==> src/rtl/pbdc_pkg.sv <==
// package: shared types and constants of the pixel bit depth converter
`timescale 1ns / 1ps
`default_nettype none
package pbdc_pkg;

	// source format codes
	localparam logic [2:0] SRC_1BPP  = 3'd0;
	localparam logic [2:0] SRC_8BPP  = 3'd1;
	localparam logic [2:0] SRC_16BPP = 3'd2;
	localparam logic [2:0] SRC_24BPP = 3'd3;
	localparam logic [2:0] SRC_32BPP = 3'd4;

	// target format codes
	localparam logic [1:0] DST_8BPP  = 2'd0;
	localparam logic [1:0] DST_24BPP = 2'd1;
	localparam logic [1:0] DST_32BPP = 2'd2;

	// configuration register indexes
	localparam logic CFG_SRC_FORMAT = 1'b0;
	localparam logic CFG_DST_FORMAT = 1'b1;

	// gray weights, sum of the three is 2^15
	localparam logic [14:0] GRAY_KR = 15'd9798;
	localparam logic [14:0] GRAY_KG = 15'd19235;
	localparam logic [14:0] GRAY_KB = 15'd3735;

	typedef struct packed {
		logic [2:0] src;
		logic [1:0] dst;
	} cfg_t;

	typedef struct packed {
		logic [7:0] b;
		logic [7:0] g;
		logic [7:0] r;
		logic [7:0] a;
		logic       last;
	} pix_t;

	typedef struct packed {
		logic v_s1;
		logic v_s2;
		logic v_s3;
	} pipe_stat_t;

	// unknown source or target format: bytes go out raw
	function automatic logic cfg_refused(input cfg_t cfg);
		return (cfg.dst > DST_32BPP) || (cfg.src > SRC_32BPP);
	endfunction

endpackage
`default_nettype wire

==> src/rtl/pbdc_ifs.sv <==
// interfaces: input pixel channel and output pixel channel
`timescale 1ns / 1ps
`default_nettype none
interface pbdc_in_if;
	logic       valid;
	logic       ready;
	logic [7:0] byte_b;
	logic [7:0] byte_g;
	logic [7:0] byte_r;
	logic [7:0] byte_a;
	logic [3:0] bit_count;

	modport source (output valid, output byte_b, output byte_g, output byte_r,
		output byte_a, output bit_count, input ready);
	modport sink (input valid, input byte_b, input byte_g, input byte_r,
		input byte_a, input bit_count, output ready);
endinterface

interface pbdc_out_if;
	logic       valid;
	logic       ready;
	logic [7:0] out_b;
	logic [7:0] out_g;
	logic [7:0] out_r;
	logic [7:0] out_a;
	logic       last;

	modport source (output valid, output out_b, output out_g, output out_r,
		output out_a, output last, input ready);
	modport sink (input valid, input out_b, input out_g, input out_r,
		input out_a, input last, output ready);
endinterface
`default_nettype wire

==> src/rtl/pbdc_expand.sv <==
// front stage: holds one input item and issues one pixel per cycle while pix_ready is high
`timescale 1ns / 1ps
`default_nettype none
module pbdc_expand import pbdc_pkg::*; (
	input  wire logic       clk,
	input  wire logic       arst_n,
	input  wire cfg_t       cfg,
	input  wire logic       in_valid,
	output logic            in_ready,
	input  wire logic [7:0] byte_b,
	input  wire logic [7:0] byte_g,
	input  wire logic [7:0] byte_r,
	input  wire logic [7:0] byte_a,
	input  wire logic [3:0] bit_count,
	output logic            pix_valid,
	input  wire logic       pix_ready,
	output pix_t            pix
);

	logic       busy_q;
	logic [2:0] idx_q;
	logic [3:0] cnt_q;
	logic [7:0] b_q, g_q, r_q, a_q;
	logic       last_pix;
	logic       in_take;
	logic [3:0] cnt_sat;
	logic       bit_v;
	logic [7:0] v;

	assign last_pix  = ({1'b0, idx_q} + 4'd1) == cnt_q;
	assign pix_valid = busy_q;
	assign in_ready  = !busy_q || (pix_ready && last_pix);
	assign in_take   = in_valid && in_ready;

	// zero counts as one pixel, above eight saturates
	always_comb begin
		if (bit_count == 4'd0) begin
			cnt_sat = 4'd1;
		end else if (bit_count > 4'd8) begin
			cnt_sat = 4'd8;
		end else begin
			cnt_sat = bit_count;
		end
	end

	always_ff @(posedge clk or negedge arst_n) begin
		if (!arst_n) begin
			busy_q <= 1'b0;
			idx_q  <= 3'd0;
			cnt_q  <= 4'd1;
		end else if (in_take) begin
			busy_q <= 1'b1;
			idx_q  <= 3'd0;
			cnt_q  <= (cfg.src == SRC_1BPP && !cfg_refused(cfg)) ? cnt_sat : 4'd1;
		end else if (busy_q && pix_ready) begin
			if (last_pix) begin
				busy_q <= 1'b0;
			end else begin
				idx_q <= idx_q + 3'd1;
			end
		end
	end

	always_ff @(posedge clk) begin
		if (in_take) begin
			b_q <= byte_b;
			g_q <= byte_g;
			r_q <= byte_r;
			a_q <= byte_a;
		end
	end

	// msb first
	assign bit_v = b_q[3'd7 - idx_q];
	assign v     = bit_v ? 8'd255 : 8'd0;

	always_comb begin
		pix      = '{b: b_q, g: g_q, r: r_q, a: a_q, last: last_pix};
		if (!cfg_refused(cfg)) begin
			case (cfg.src)
				SRC_1BPP: begin
					pix.b = v;
					pix.g = v;
					pix.r = v;
					pix.a = 8'd0;
				end
				SRC_8BPP: begin
					pix.g = b_q;
					pix.r = b_q;
				end
				default: ;
			endcase
		end
	end

endmodule
`default_nettype wire

==> src/rtl/pbdc_pipe.sv <==
// three stage datapath: gray products, gray sum, format select
`timescale 1ns / 1ps
`default_nettype none
module pbdc_pipe import pbdc_pkg::*; (
	input  wire logic clk,
	input  wire logic arst_n,
	input  wire cfg_t cfg,
	input  wire logic pix_valid,
	output logic      pix_ready,
	input  wire pix_t pix,
	output logic      out_valid,
	input  wire logic out_ready,
	output pix_t      out_pix,
	output pipe_stat_t stat
);

	logic        v_s1, v_s2, v_s3;
	logic        en_s1, en_s2, en_s3;
	pix_t        pix_s1, pix_s2, pix_s3;
	logic [21:0] prod_r_s1;
	logic [22:0] prod_g_s1;
	logic [19:0] prod_b_s1;
	logic [22:0] sum_s2;
	logic [7:0]  gray;
	pix_t        sel;

	// each stage moves when its successor has room
	assign en_s3     = !v_s3 || out_ready;
	assign en_s2     = !v_s2 || en_s3;
	assign en_s1     = !v_s1 || en_s2;
	assign pix_ready = en_s1;

	always_ff @(posedge clk or negedge arst_n) begin
		if (!arst_n) begin
			v_s1 <= 1'b0;
			v_s2 <= 1'b0;
			v_s3 <= 1'b0;
		end else begin
			if (en_s1) v_s1 <= pix_valid;
			if (en_s2) v_s2 <= v_s1;
			if (en_s3) v_s3 <= v_s2;
		end
	end

	always_ff @(posedge clk) begin
		if (en_s1) begin
			pix_s1    <= pix;
			prod_r_s1 <= 22'(pix.r) * 22'(GRAY_KR);
			prod_g_s1 <= 23'(pix.g) * 23'(GRAY_KG);
			prod_b_s1 <= 20'(pix.b) * 20'(GRAY_KB);
		end
		if (en_s2) begin
			pix_s2 <= pix_s1;
			sum_s2 <= 23'(prod_r_s1) + prod_g_s1 + 23'(prod_b_s1);
		end
		if (en_s3) begin
			pix_s3 <= sel;
		end
	end

	assign gray = sum_s2[22:15];

	always_comb begin
		sel = pix_s2;
		if (!cfg_refused(cfg)) begin
			case (cfg.src)
				SRC_1BPP, SRC_8BPP: begin
					sel.a = 8'd0;
					if (cfg.dst == DST_8BPP) begin
						sel.g = 8'd0;
						sel.r = 8'd0;
					end
				end
				SRC_16BPP: begin
					sel.r = 8'd0;
					sel.a = 8'd0;
				end
				SRC_24BPP, SRC_32BPP: begin
					if (cfg.dst == DST_8BPP) begin
						sel.b = gray;
						sel.g = 8'd0;
						sel.r = 8'd0;
						sel.a = 8'd0;
					end else if (cfg.dst == DST_24BPP || cfg.src == SRC_24BPP) begin
						sel.a = 8'd0;
					end
				end
				default: ;
			endcase
		end
	end

	assign out_valid = v_s3;
	assign out_pix   = pix_s3;
	assign stat      = '{v_s1: v_s1, v_s2: v_s2, v_s3: v_s3};

endmodule
`default_nettype wire

==> src/rtl/pixel_bit_depth_converter_unit.sv <==
// top level: pixel bit depth converter with configuration registers
//
// usage
//  - pix_in carries one source pixel, or one packed byte of 1 bpp pixels,
//    per transfer; pix_out carries one target pixel per transfer with last
//    set on the final pixel made from an input item
//  - src_format (index 0) and dst_format (index 1) are written through
//    cfg_we / cfg_index / cfg_data while no item is in flight
//  - path: an input transfer is registered in the front holding stage, then
//    passes the two gray stages and the select stage into the output
//    register that drives pix_out
//  - throughput: one pixel per cycle unless pix_out stalls; a 1 bpp byte
//    stays in the front stage for bit_count pixels (1 to 8), others for one
//  - the front stage takes a new item in the cycle its last pixel moves on
//  - each stage advances whenever the one after it has room, so bubbles
//    are squeezed out and input keeps flowing while a result waits
//  - when the receiver stalls, pix_out holds and the stages fill up;
//    pix_in.ready drops once the front stage cannot move
//  - reset clears all valid bits and loads src_format = 24 bpp,
//    dst_format = 8 bpp
`timescale 1ns / 1ps
`default_nettype none
module pixel_bit_depth_converter_unit import pbdc_pkg::*; (
	input  wire logic       clk,
	input  wire logic       arst_n,
	input  wire logic       cfg_we,
	input  wire logic       cfg_index,
	input  wire logic [2:0] cfg_data,
	pbdc_in_if.sink         pix_in,
	pbdc_out_if.source      pix_out
);

	cfg_t       cfg_q;
	logic       exp_valid;
	logic       exp_ready;
	pix_t       exp_pix;
	pix_t       res_pix;
	pipe_stat_t stat;

	// configuration registers, written only while idle by the user; the block itself does not enforce it
	always_ff @(posedge clk or negedge arst_n) begin
		if (!arst_n) begin
			cfg_q.src <= SRC_24BPP;
			cfg_q.dst <= DST_8BPP;
		end else if (cfg_we) begin
			unique case (cfg_index)
				CFG_SRC_FORMAT: cfg_q.src <= cfg_data;
				CFG_DST_FORMAT: cfg_q.dst <= cfg_data[1:0];
				default: ;
			endcase
		end
	end

	// front stage: holds the item, serializes packed 1 bpp bytes
	pbdc_expand u_expand (
		.clk       (clk),
		.arst_n    (arst_n),
		.cfg       (cfg_q),
		.in_valid  (pix_in.valid),
		.in_ready  (pix_in.ready),
		.byte_b    (pix_in.byte_b),
		.byte_g    (pix_in.byte_g),
		.byte_r    (pix_in.byte_r),
		.byte_a    (pix_in.byte_a),
		.bit_count (pix_in.bit_count),
		.pix_valid (exp_valid),
		.pix_ready (exp_ready),
		.pix       (exp_pix)
	);

	// gray products, gray sum, format select into the output register
	pbdc_pipe u_pipe (
		.clk       (clk),
		.arst_n    (arst_n),
		.cfg       (cfg_q),
		.pix_valid (exp_valid),
		.pix_ready (exp_ready),
		.pix       (exp_pix),
		.out_valid (pix_out.valid),
		.out_ready (pix_out.ready),
		.out_pix   (res_pix),
		.stat      (stat)
	);

	assign pix_out.out_b = res_pix.b;
	assign pix_out.out_g = res_pix.g;
	assign pix_out.out_r = res_pix.r;
	assign pix_out.out_a = res_pix.a;
	assign pix_out.last  = res_pix.last;

	// no new item while the front stage still owes pixels of the current one
	a_no_take_midbyte: assert property (@(posedge clk) disable iff (!arst_n)
		exp_valid && !exp_pix.last |-> !pix_in.ready)
		else $error("input taken while front stage still expanding");

	// a full, stalled pipe must back-pressure a busy front stage
	a_full_stall: assert property (@(posedge clk) disable iff (!arst_n)
		stat.v_s1 && stat.v_s2 && stat.v_s3 && !pix_out.ready && exp_valid
		|-> !pix_in.ready)
		else $error("input taken while pipeline full and stalled");

	// a stalled front pixel stays pending into the next cycle
	a_front_hold: assert property (@(posedge clk) disable iff (!arst_n)
		exp_valid && !exp_ready |=> exp_valid)
		else $error("front stage pixel dropped under stall");

endmodule
`default_nettype wire
==> src/flat_wrapper.sv <==
// flat-port wrapper written by rule: the top's interface ports become plain ports
module pixel_bit_depth_converter_unit_flat import pbdc_pkg::*;
  (clk, arst_n, cfg_we, cfg_index, cfg_data, pix_in_valid, pix_in_byte_b, pix_in_byte_g, pix_in_byte_r, pix_in_byte_a, pix_in_bit_count, pix_in_ready, pix_out_valid, pix_out_out_b, pix_out_out_g, pix_out_out_r, pix_out_out_a, pix_out_last, pix_out_ready);
  pbdc_in_if pix_in_i ();
  pbdc_out_if pix_out_i ();
  input  wire logic clk;
  input  wire logic arst_n;
  input  wire logic cfg_we;
  input  wire logic cfg_index;
  input  wire logic [2:0] cfg_data;
  input wire logic [$bits(pix_in_i.valid)-1:0] pix_in_valid;
  input wire logic [$bits(pix_in_i.byte_b)-1:0] pix_in_byte_b;
  input wire logic [$bits(pix_in_i.byte_g)-1:0] pix_in_byte_g;
  input wire logic [$bits(pix_in_i.byte_r)-1:0] pix_in_byte_r;
  input wire logic [$bits(pix_in_i.byte_a)-1:0] pix_in_byte_a;
  input wire logic [$bits(pix_in_i.bit_count)-1:0] pix_in_bit_count;
  output wire logic [$bits(pix_in_i.ready)-1:0] pix_in_ready;
  output wire logic [$bits(pix_out_i.valid)-1:0] pix_out_valid;
  output wire logic [$bits(pix_out_i.out_b)-1:0] pix_out_out_b;
  output wire logic [$bits(pix_out_i.out_g)-1:0] pix_out_out_g;
  output wire logic [$bits(pix_out_i.out_r)-1:0] pix_out_out_r;
  output wire logic [$bits(pix_out_i.out_a)-1:0] pix_out_out_a;
  output wire logic [$bits(pix_out_i.last)-1:0] pix_out_last;
  input wire logic [$bits(pix_out_i.ready)-1:0] pix_out_ready;
  assign pix_in_i.valid = pix_in_valid;
  assign pix_in_i.byte_b = pix_in_byte_b;
  assign pix_in_i.byte_g = pix_in_byte_g;
  assign pix_in_i.byte_r = pix_in_byte_r;
  assign pix_in_i.byte_a = pix_in_byte_a;
  assign pix_in_i.bit_count = pix_in_bit_count;
  assign pix_in_ready = pix_in_i.ready;
  assign pix_out_valid = pix_out_i.valid;
  assign pix_out_out_b = pix_out_i.out_b;
  assign pix_out_out_g = pix_out_i.out_g;
  assign pix_out_out_r = pix_out_i.out_r;
  assign pix_out_out_a = pix_out_i.out_a;
  assign pix_out_last = pix_out_i.last;
  assign pix_out_i.ready = pix_out_ready;
  pixel_bit_depth_converter_unit u_core (.clk(clk), .arst_n(arst_n), .cfg_we(cfg_we), .cfg_index(cfg_index), .cfg_data(cfg_data), .pix_in(pix_in_i), .pix_out(pix_out_i));
endmodule
==> config.mk <==
export PLATFORM = sky130hd
export DESIGN_NAME = pixel_bit_depth_converter_unit_flat
export DESIGN_NICKNAME = d
export VERILOG_FILES = /design/src/rtl/pbdc_pkg.sv /design/src/rtl/pbdc_ifs.sv /design/src/rtl/pbdc_expand.sv /design/src/rtl/pbdc_pipe.sv /design/src/rtl/pixel_bit_depth_converter_unit.sv /design/src/flat_wrapper.sv
export SDC_FILE = /design/constraint.sdc
export NUM_CORES = 1
export LEC_CHECK = 0
export BUFFER_PORTS_ARGS = -buffer_cell sky130_fd_sc_hd__buf_2
export CAP_MARGIN = 20
export CORE_UTILIZATION = 27
export CTS_BUF_LIST = sky130_fd_sc_hd__clkbuf_8
export DETAILED_ROUTE_END_ITERATION = 10
export HOLD_SLACK_MARGIN = 0.03
export PLACE_DENSITY = 0.42
export SYNTH_ARGS = -nofsm -noshare
export SYNTH_HDL_FRONTEND = slang
export SYNTH_SLANG_ARGS = --single-unit
==> constraint.sdc <==
create_clock -name clk -period 12.86 [get_ports clk]
set_input_delay 1.929 -clock clk [delete_from_list [all_inputs] [get_ports clk]]
set_output_delay 1.929 -clock clk [all_outputs]
set_load 0.03 [all_outputs]
Yosys cells after proc, flatten, opt, wreduce, memory -nomap -nowiden
Cells that the tools add are included.
- register bits: 234
- latch bits: 0
- RAM bits: 0
- ROM bits: 0
- input bits: 45
- output and inout port bits: 35
- word-level logic and storage cells: 101
- memories kept: 0
- add/subtract/negate cells: 5
- multiply operators: 3
- div/mod/pow operators: 0
- magnitude comparators: 4
- equality and inequality tests: 7
- shifts and indexed selects: 0
- muxes and demuxes: 24
- bitwise operators: 1
- reductions and logical operators: 26
- operators by type and width (operator ; count):
    $mux W32 ; 2
    $mux W8 ; 6
    $pmux W16 S3 ; 1
    $pmux W16 S2 ; 1
    $mux W24 ; 1
    $add A22 B23 Y23 ; 1
    $add A23 B20 Y23 ; 1
    $mul A8 B15 Y23 const B ; 1
    $mul A8 B13 Y21 const B ; 1
    $mul A8 B12 Y20 const B ; 1
    $mux W16 ; 1
    $pmux W8 S2 ; 1
    $mux W4 ; 3
    $mux W3 ; 3
    $reduce_and A2 Y1 ; 4
    $eq A3 B2 Y1 const B ; 2
    $logic_or A1 B1 Y1 ; 6
    $logic_not A1 Y1 ; 5
    $add A3 B1 Y4 const B ; 1
    $eq A4 B4 Y1 ; 1
    $gt A4 B4 Y1 const B ; 1
    $logic_and A1 B1 Y1 ; 4
    $logic_not A4 Y1 ; 1
    $lt A3 B4 Y1 const B ; 1
    other kinds (15) ; 20

Depth between registers and ports, before layout
- depth in word-level cells: 9
- gate-level depth with buffers: 20
- depth with buffers taken out: 19

Hierarchy
A second synthesis with hierarchy kept.
- cell total of the unflattened synthesis: 1052
- area total of the unflattened synthesis: 13838.3 µm²
- by module, submodules not included (module ; times used ; cells an instance ; area an instance (µm²) ; sequential area each (µm²)):
    pbdc_pipe ; 1 ; 906 ; 11761.3 ; 5119.9
    pbdc_expand ; 1 ; 134 ; 1865.5 ; 1162.4
    pixel_bit_depth_converter_unit ; 1 ; 12 ; 211.5 ; 127.6

Least setup slack after synthesis
No wires, ideal clock.
- kind: reg-to-reg
- start: reg u_core.cfg_q[3] (netlist bit)
- end: reg u_core.u_pipe.prod_b_s1[18] (data pin)
- library setup time: 0.258 ns
- data arrival time: 5.171 ns
- path slack: 7.431 ns
- cell stages (with the launch flop): 20
- path buffers: 2
- clock period less this slack: 5.429 ns
- cells stage by stage: dfstp_2 clkbuf_1 a211o_1 nor2_1 clkbuf_1 o21ai_0 inv_1 ha_1 ha_1 inv_1 fa_1 fa_1 inv_1 ha_1 o21a_1 a2111o_1 nand4_1 a21boi_1 o41a_1 xor2_1
- RTL lines (item ; line ; source):
    start: declaration ; pixel_bit_depth_converter_unit.sv:33 ; cfg_t cfg_q;
    end signal: assignment ; pbdc_pipe.sv:50 ; prod_b_s1 <= 20'(pix.b) * 20'(GRAY_KB);
    end: declaration ; pbdc_pipe.sv:22 ; logic [19:0] prod_b_s1;

==> run_results.csv <==
group,metric,value,unit
clocking,cts_resized,0,
logic_synthesis,synth_compound_area_frac,0.0891,
logic_synthesis,ys_ff_latch,216,
detailed_routing,wire_per_inst,17.0,um
die,dieArea,51900,um^2
logic_synthesis,synth_area,13800,um^2
layout,multiInputGateArea,6780,um^2
global_route,antenna_found_initial,0,
logic_synthesis,ys.flop_type,"edfxtp_1",
logic_synthesis,seq_area_frac_synth,0.465,
die,fp.coreArea,50300,um^2
critical_path,worst-path-max-fanout,8,
detailed_routing,first_pass_iters,4,
logic_synthesis,synth_edf_count,200,
global_route,grt_start_max_net_pins,58,
critical_path,cp_slowest_cell,"mux4_1",
placement,dp_hpwl,25600,um
timing,slew_headroom,0.456,
clocking,clock_path_buffers,3,
logic_synthesis,async_reset_ff_frac,0.0741,
timing,rsz0062_at_grt,"no",
detailed_routing,routed_via_density,4.40,
logic_synthesis,synth-simple-area-share,0.0748,
critical_path,arrival,6.56,ns
timing,tightest_slew,0.817,ns
detailed_routing,dr_total_vias,8443,
layout,n_fill_cell,5144,
clocking,postCtsSetupRepairBufs,0,
critical_path,cp_top_family,"adder cells",
layout,nNetsFinal,1524,
logic_synthesis,synthAdderAreaFrac,0.275,
flow_run,maxCapViolCount,0,
critical_path,worstSetupPathType,"register to register",
die,start_util,0.274,
die,io_pins,80,
die,die_x,228,um
critical_path,crit_path_max_incr_delay,0.58,ns
timing,period_share,0.485,
clocking,hold_buffers,0,
detailed_routing,antenna_left,0,
clocking,cts_buffers,38,
detailed_routing,post-route-drc-count,0,
global_route,grt_pass1_wl,51500,um
placement,place.gp.congestion,0.846,
critical_path,end_kind,"register",
status,status,"completed",
logic_synthesis,synthCells,1099,
global_route,grt_pass1_vias,8839,
clocking,htreeDepth,2,
timing,max_freq,0.160,GHz
die,die_h,228,um
layout,ff_latch_area,6410,um^2
min_path,worstHoldPathType,"register to register",
logic_synthesis,ys_types,63,
timing,finalHoldViolCount,0,
clocking,tritoncts,"yes",
global_route,track_usage,0.129,
clocking,clock_latency,0.58,ns
logic_synthesis,synth_top_family_by_area,"adder cells",
placement,io_buffers,79,
timing,setup_viol,0,
clocking,cts_sinks,216,
logic_synthesis,yosysWarnings,0,
die,rows,82,
timing,period_needed,6.24,ns
global_route,overflow,0,
layout,drive_above_1_share,0.137,
detailed_routing,dr.first_iter.drc_count,354,
clocking,ctsRootBufferMaster,"clkbuf_8",
layout,syn_to_final_growth,14.3,%
critical_path,worstSetupStartpointType,"register",
logic_synthesis,synth_xor_area_frac,0.0337,
critical_path,cp_cell_sequence,"mux4_1 -> mux2i_1 -> nand2_1 -> o21ai_0 -> inv_1 -> ha_1 -> fa_1 -> inv_1 -> fa_1 -> inv_1 -> fa_1 -> ha_1 -> a21oi_1 -> o21bai_1 -> a2111o_1 -> o21ai_0 -> o21ai_0 -> xnor2_1",
detailed_routing,routed_wl,32500,um
critical_path,cp_num_buf_inv,3,
logic_synthesis,synth_mux_area_frac,0.0191,
logic_synthesis,syn_nets,1403,
timing,slew_viol_final,0,
critical_path,critPathRequiredTime,13.18,ns
timing,fin_skew,0.0175,ns
critical_path,reg2reg_slack,6.62,ns
layout,diodes,0,
logic_synthesis,syn_avg_cell_area,12.5,um^2
timing,fin_tns_setup,0,ns
clocking,path_clk_slew,0.06,ns
-- registers in the layout, indices dropped and copies added (netlist names) --
name and cells:
u_core.u_pipe.out_pix 33, u_core.u_pipe.pix_s1 33, u_core.u_pipe.pix_s2 33, u_core.u_pipe.prod_g_s1 22
u_core.u_pipe.prod_r_s1 20, u_core.u_pipe.prod_b_s1 19, u_core.u_expand.a_q 8, u_core.u_expand.b_q 8
u_core.u_expand.g_q 8, u_core.u_expand.r_q 8, u_core.u_pipe.sum_s2 8, u_core.cfg_q 5
u_core.u_expand.cnt_q 4, u_core.u_expand.idx_q 3, u_core.u_expand.pix_valid 1, u_core.u_pipe.out_valid 1
u_core.u_pipe.v_s1 1, u_core.u_pipe.v_s2 1
-- through the flow --
stage,cells,hold slack [ns],worst slack [ns],instance area (um^2),utilization
2_1_floorplan,1099,0.400,7.43,13800,-
3_3_place_gp,1851,0.400,6.66,15100,0.299
3_5_place_dp,1852,0.405,6.60,15100,0.300
4_1_cts,1917,0.413,6.57,15800,0.313
5_1_grt,1917,0.426,6.18,15800,0.313
6_report,1917,0.411,6.62,15800,0.313
-- final cells by class --
| class | count | share of cell area |
|---|---|---|
| Sequential cell | 216 | 0.407 |
| Multi-Input combinational cell | 727 | 0.431 |
| Timing Repair Buffer | 89 | 0.0307 |
| Clock buffer | 39 | 0.0341 |
| Tap cell | 672 | 0.0534 |
| Clock inverter | 26 | 0.00913 |
| Inverter | 148 | 0.0354 |
-- cells by family after synthesis --
logic type                 Yosys count
AOI/OAI and AO/OA                  185
xor gates and xnor gates            53
adders and majority gates          259
buffers and inverters              156
DFF                                216
muxes                               21
and+or+nand+nor                    209
-- worst paths after layout --
kind / start / cells past startpoint / end
min in group asynchronous: arst_n / 1 / u_core.u_pipe.out_valid
worst max register to register: u_core.u_expand.idx_q[0] / 18 / u_core.u_pipe.prod_b_s1[19]
worst min register to register: u_core.u_pipe.pix_s1[6] / 0 / u_core.u_pipe.pix_s2[6]
max in group asynchronous: arst_n / 1 / u_core.cfg_q[3]
worst max-delay path: u_core.u_expand.idx_q[0] / 18 / u_core.u_pipe.prod_b_s1[19]
worst min-delay path: u_core.u_pipe.pix_s1[6] / 0 / u_core.u_pipe.pix_s2[6]
-- cells in the mapped netlist, types with 2 or more instances --
cell type / number / area [um^2]
and2_1: 27 / 169
inv_1: 148 / 556
nor2_1: 61 / 229
xor2_1: 14 / 123
o2111ai_1: 4 / 35.0
nand2b_1: 10 / 62.6
a22o_1: 2 / 17.5
mux4_1: 2 / 52.6
a21oi_1: 55 / 275
mux2i_1: 3 / 30.0
a221oi_1: 4 / 35.0
dfstp_2: 3 / 78.8
nor2b_1: 16 / 100
nand2_1: 43 / 161
a211oi_1: 8 / 60.1
a211o_1: 6 / 52.6
ha_1: 185 / 2310
nand3_1: 17 / 85.1
or2_1: 2 / 12.5
edfxtp_1: 200 / 6010
a21o_1: 17 / 128
a2111o_1: 2 / 22.5
and3_1: 4 / 25.0
dfrtp_1: 13 / 325
o211ai_1: 6 / 45.0
nor4b_1: 2 / 17.5
or3_1: 2 / 12.5
nor3_1: 7 / 35.0
o22a_1: 2 / 17.5
mux2_2: 16 / 180
nand4_1: 7 / 43.8
fa_1: 74 / 1480
a31oi_1: 5 / 31.3
or2_2: 5 / 31.3
o21ai_0: 42 / 210
o22a_2: 2 / 20.0
nand3b_1: 2 / 15.0
o21a_1: 4 / 30.0
o31ai_1: 3 / 22.5
xnor2_1: 39 / 342
and2b_2: 2 / 17.5
o21bai_1: 7 / 52.6
clkbuf_1: 6 / 22.5
-- placed cells by master (no fill, tap or decap), drive strengths merged, types with 39 or more instances in the layout --
cell	instances
a21oi	55
buf	89
clkbuf	39
edfxtp	200
fa	74
ha	185
inv	158
nand2	43
nor2	61
o21ai	42
xnor2	39
-- routing by layer --
metal | vias to the layer above | wire length (um) | global-route usage
met4 | 0 | 454 | 0.0308
met2 | 131 | 15600 | 0.216
li1 | 4160 | - | -
met3 | 33 | 1130 | 0.0231
met5 | - | 0 | 0
met1 | 4119 | 15300 | 0.172
Power is left out: the tool's default activity adds up to more than one toggle a clock period on the data nets, which glitch-free logic cannot reach.
